**src/hw/rtl/mbps_pkg.sv**
```systemverilog
// Shared types and constants of the masked byte pattern search block.
// Used by the channel interfaces, the controller, the datapath and the top level.
// Depends on nothing.
package mbps_pkg;

	// Default pattern capacity in bytes.
	localparam int MAX_PATTERN_DEF = 256;

	// Widths of the channel fields.
	localparam int OPCODE_W   = 2;
	localparam int BYTE_W     = 8;
	localparam int POSITION_W = 32;

	// Configuration port.
	localparam int CFG_IDX_W  = 1;
	localparam int CFG_DATA_W = 9;
	localparam int LENGTH_W   = 9;

	// Register indexes.
	localparam logic [CFG_IDX_W-1:0] REG_PATTERN_LENGTH = 1'b0;
	localparam logic [CFG_IDX_W-1:0] REG_STOP_AT_FIRST  = 1'b1;

	// Register reset values.
	localparam logic [LENGTH_W-1:0] PATTERN_LENGTH_RST = 9'd1;
	localparam logic                STOP_AT_FIRST_RST  = 1'b1;

	// Item opcodes.
	localparam logic [OPCODE_W-1:0] OP_LOAD    = 2'd0;
	localparam logic [OPCODE_W-1:0] OP_SCAN    = 2'd1;
	localparam logic [OPCODE_W-1:0] OP_RESTART = 2'd2;

	// Commands from the controller to the datapath.
	typedef struct packed {
		logic load;
		logic scan;
		logic restart;
		logic capture;
	} mbps_cmd_t;

endpackage

```
**src/hw/rtl/mbps_ctrl.sv**
```systemverilog
// Controller of the masked byte pattern search block: handshakes and item decode.
// Tracks whether the result register is occupied and issues datapath commands.
// Depends on mbps_pkg.
module mbps_ctrl (
	input  logic                          clk,
	input  logic                          arst_n,
	input  logic                          in_valid,
	input  logic [mbps_pkg::OPCODE_W-1:0] opcode,
	output logic                          in_ready,
	input  logic                          out_ready,
	output logic                          out_valid,
	output mbps_pkg::mbps_cmd_t           cmd
);

	typedef enum logic [1:0] {
		ST_EMPTY = 2'b01,
		ST_FULL  = 2'b10
	} state_t;

	state_t state_q;
	state_t state_d;
	logic   accept;

	// A new item may enter whenever the result register is free or being drained.
	assign out_valid = (state_q == ST_FULL);
	assign in_ready  = (state_q == ST_EMPTY) || out_ready;
	assign accept    = in_valid && in_ready;

	// Next state of the result register occupancy.
	always_comb begin
		state_d = state_q;
		unique case (state_q)
			ST_EMPTY: begin
				if (accept) begin
					state_d = ST_FULL;
				end
			end
			ST_FULL: begin
				if (accept) begin
					state_d = ST_FULL;
				end else if (out_ready) begin
					state_d = ST_EMPTY;
				end
			end
			default: begin
				state_d = ST_EMPTY;
			end
		endcase
	end

	always_ff @(posedge clk or negedge arst_n) begin
		if (!arst_n) begin
			state_q <= ST_EMPTY;
		end else begin
			state_q <= state_d;
		end
	end

	// Decode the accepted item into datapath commands.
	always_comb begin
		cmd.load    = accept && (opcode == mbps_pkg::OP_LOAD);
		cmd.scan    = accept && (opcode == mbps_pkg::OP_SCAN);
		cmd.restart = accept && (opcode == mbps_pkg::OP_RESTART);
		cmd.capture = accept;
	end

endmodule

```
**config.mk**
```make
export PLATFORM = sky130hd
export DESIGN_NAME = mbps_ctrl
export DESIGN_NICKNAME = d
export VERILOG_FILES = /design/src/hw/rtl/mbps_pkg.sv /design/src/hw/rtl/mbps_ctrl.sv
export SDC_FILE = /design/constraint.sdc
export NUM_CORES = 1
export LEC_CHECK = 0
export BUFFER_PORTS_ARGS = -buffer_cell sky130_fd_sc_hd__buf_2
export CORE_AREA = 2 2 39 41
export DETAILED_ROUTE_END_ITERATION = 7
export DIE_AREA = 0 0 41 43
export HOLD_SLACK_MARGIN = 0.08
export SYNTH_ARGS = -nofsm -noshare
export SYNTH_HDL_FRONTEND = slang
export SYNTH_SLANG_ARGS = --single-unit
```
**constraint.sdc**
```tcl
create_clock -name clk -period 1.3 [get_ports clk]
set_clock_uncertainty 0.05 [all_clocks]
set_input_delay 0 -clock clk [delete_from_list [all_inputs] [get_ports clk]]
set_output_delay 0 -clock clk [all_outputs]
set_load 0.05 [all_outputs]
```
==> reports/metrics.yaml <==
wire_per_inst_um: 9.34
detailedRoute.firstPassIterationCount: 2
clock_tree.htree_level_count: 1
nNetsFinal: 51
violated_checks: "negative setup slack"
area_delta_synth_final_pct: 155
route.vias.total: 227
final_tns_setup_ps: -624
ys_seq_elements: 2
drc: 0
worst_slack_ps: -144
max_freq_ghz: 0.693
first_global_vias: 236
drt_iter0_drcs: 1
synth_cell_types: 14
clock_tree_from_tritoncts: "done"
seqCellArea_um2: 51.3
synth_area_um2: 174
grt_busiest_layer: "met2"
largest_register_ff_count: 2
antenna_found_initial: 0
nFillCells: 142
die_height_um: 43
worstPathMaxFanout: 5
grt_remaining_overflow: 0
post_dp_cell_area_um2: 323
numPortBuffers: 11
num_antenna_cells: 0
worstSetupEndpointType: "output pin"
grt_start_max_net_pins: 6
initial_utilization_pct: 12.6
placed_instances: 48
globalplace.congestion: 0.716
grt.total_usage_pct: 7.73
max_buffers_root_to_sink: 2
cts_sinks: 2
vdd.ir_drop.worst_v: 0.000850
cts-buffers-inserted: 3
die-area_um2: 1760
sequential_element_share_of_the_synthesized_area_pct: 29.5
final_critical_path_time_including_i_o_delays_and_setup_ps: 1440
rows: 14
biggestRegsByFlops: "state_q x2"
worst_pin_slew_ps: 293
finalNonFillerCells: 58
die_x_um: 41
postSynthNetCount: 28
setup_violations: 7
pre_cts_slack_ps: -24.3
worstSkewPairLatency_ps: 230
grt_util_met1_pct: 8.04
status: "finished, violations left"
clk_pin_slew_worst_paths_ps: 30
worst-setup-path-type: "reg2out"
required_ps: 1250
max_slew_violation_total_from_the_final_report: 0
yosys_warnings: 0
final_antenna_net_count: 0
hold_slack_ps: 178
worst_ep_arrival_time_ps: 1390
final_area_um2: 444
grt_pass1_wl_um: 883
max-slew-margin-rel_pct: 80.4
power_density_nw_per_um2: 1950
top_register: "state_q"
io_pins: 12
detail_route.vias_per_cell: 3.91
cts-root-buf: "clkbuf_4"
total_power_uw: 866
rsz0062_at_grt: "yes"
final_layout_size_suffix_gt1_share_pct: 73.8
design.core.area_um2: 1380
wl_um: 542
groute.layer.met2.usage_pct: 12.5
holdCritPathClass: "in2reg"
p_leak_nw: 0.200
timing_hold_violations_final: 0
min_period_over_period_pct: 111
multi_input_area_um2: 175
max_cap_violations: 0
place_hpwl_um: 384
use_met3_pct: 0
fin_util_pct: 32.1
worst_setup_path_start_kind: "flip-flop"
average_size_of_a_mapped_cell_um2: 8.70
post_synth_inst_count: 20
==> repair_timing <==
item | CTS | global route
buffers inserted | 1 | 2
resized for setup | 11 | 4
hold buffers | 3 | 0
setup endpoints to repair | 6 | 8
pin swaps | 2 | 0
hold endpoints to repair | 3 | 0
==> power by group <==
group	total, mW	internal, mW	switching (mW)
combinational	0.586	0.283	0.303
sequential	0.126	0.102	0.0235
clock	0.155	0.114	0.0403
total	0.866	0.499	0.367
==> cell usage in the layout (no fill, tap or decap), drive strengths merged <==
master	Yosys	final
nor2	1	1
a21oi	1	1
dlygate4sd3	0	3
buf	1	16
inv	5	5
o21ai	1	1
nor3b	2	2
dfstp	1	1
ha	2	2
a22oi	1	1
dfrtp	1	1
o22a	1	1
clkbuf	0	4
nor3	1	1
o21a	1	1
o32ai	1	1
==> cells in the mapped netlist (all sizes together) <==
| cell | n | area, µm² |
|---|---|---|
| a21oi | 1 | 5.00 |
| nor3b | 2 | 15.0 |
| inv | 5 | 18.8 |
| o21ai | 1 | 8.76 |
| ha | 2 | 25.0 |
| nor3 | 1 | 5.00 |
| o22a | 1 | 10.0 |
| buf | 1 | 7.51 |
| dfrtp | 1 | 25.0 |
| a22oi | 1 | 7.51 |
| o32ai | 1 | 8.76 |
| dfstp | 1 | 26.3 |
| nor2 | 1 | 3.75 |
| o21a | 1 | 7.51 |
==> path summary, 6_finish.rpt <==
kind | from | end | slack [ps] | cells after the start
worst max-delay path | state_q[0] | cmd[2] | -140 | 4
worst min-delay path | out_ready | state_q[1] | 180 | 3
worst max register to register | state_q[0] | state_q[1] | -30 | 5
worst min register to register | state_q[1] | state_q[1] | 500 | 2
max in group asynchronous | arst_n | state_q[1] | 530 | 3
min in group asynchronous | arst_n | state_q[0] | 190 | 2
==> critical path: stages (launching register included) <==
cell	delay, ps
dfstp_2	550
ha_4	150
o21ai_4	90
nor3b_4	200
buf_6	180
==> per-layer routing <==
metal / share of wire, % / vias up
met5: 0 / -
met4: 0 / 0
met3: 8.1 / 0
met2: 51 / 12
met1: 41 / 101
li1: - / 114
==> area by class of cell <==
cell class | instances | share of cell area, %
Clock buffer | 4 | 5.92
Sequential cell | 2 | 11.5
Tap cell | 16 | 4.51
Multi-Input combinational cell | 12 | 39.4
Inverter | 5 | 4.23
Timing Repair Buffer | 19 | 34.4
==> logic make-up after synthesis <==
kind of cell	synth area share [%]
adder cells (fa/ha/maj)	14.4
buffers and inverters	15.1
AND/OR/NAND/NOR	13.7
flip-flops	29.5
AO/OA/AOI/OAI	27.3
No activity file was read; power rests on OpenSTA's default activity.
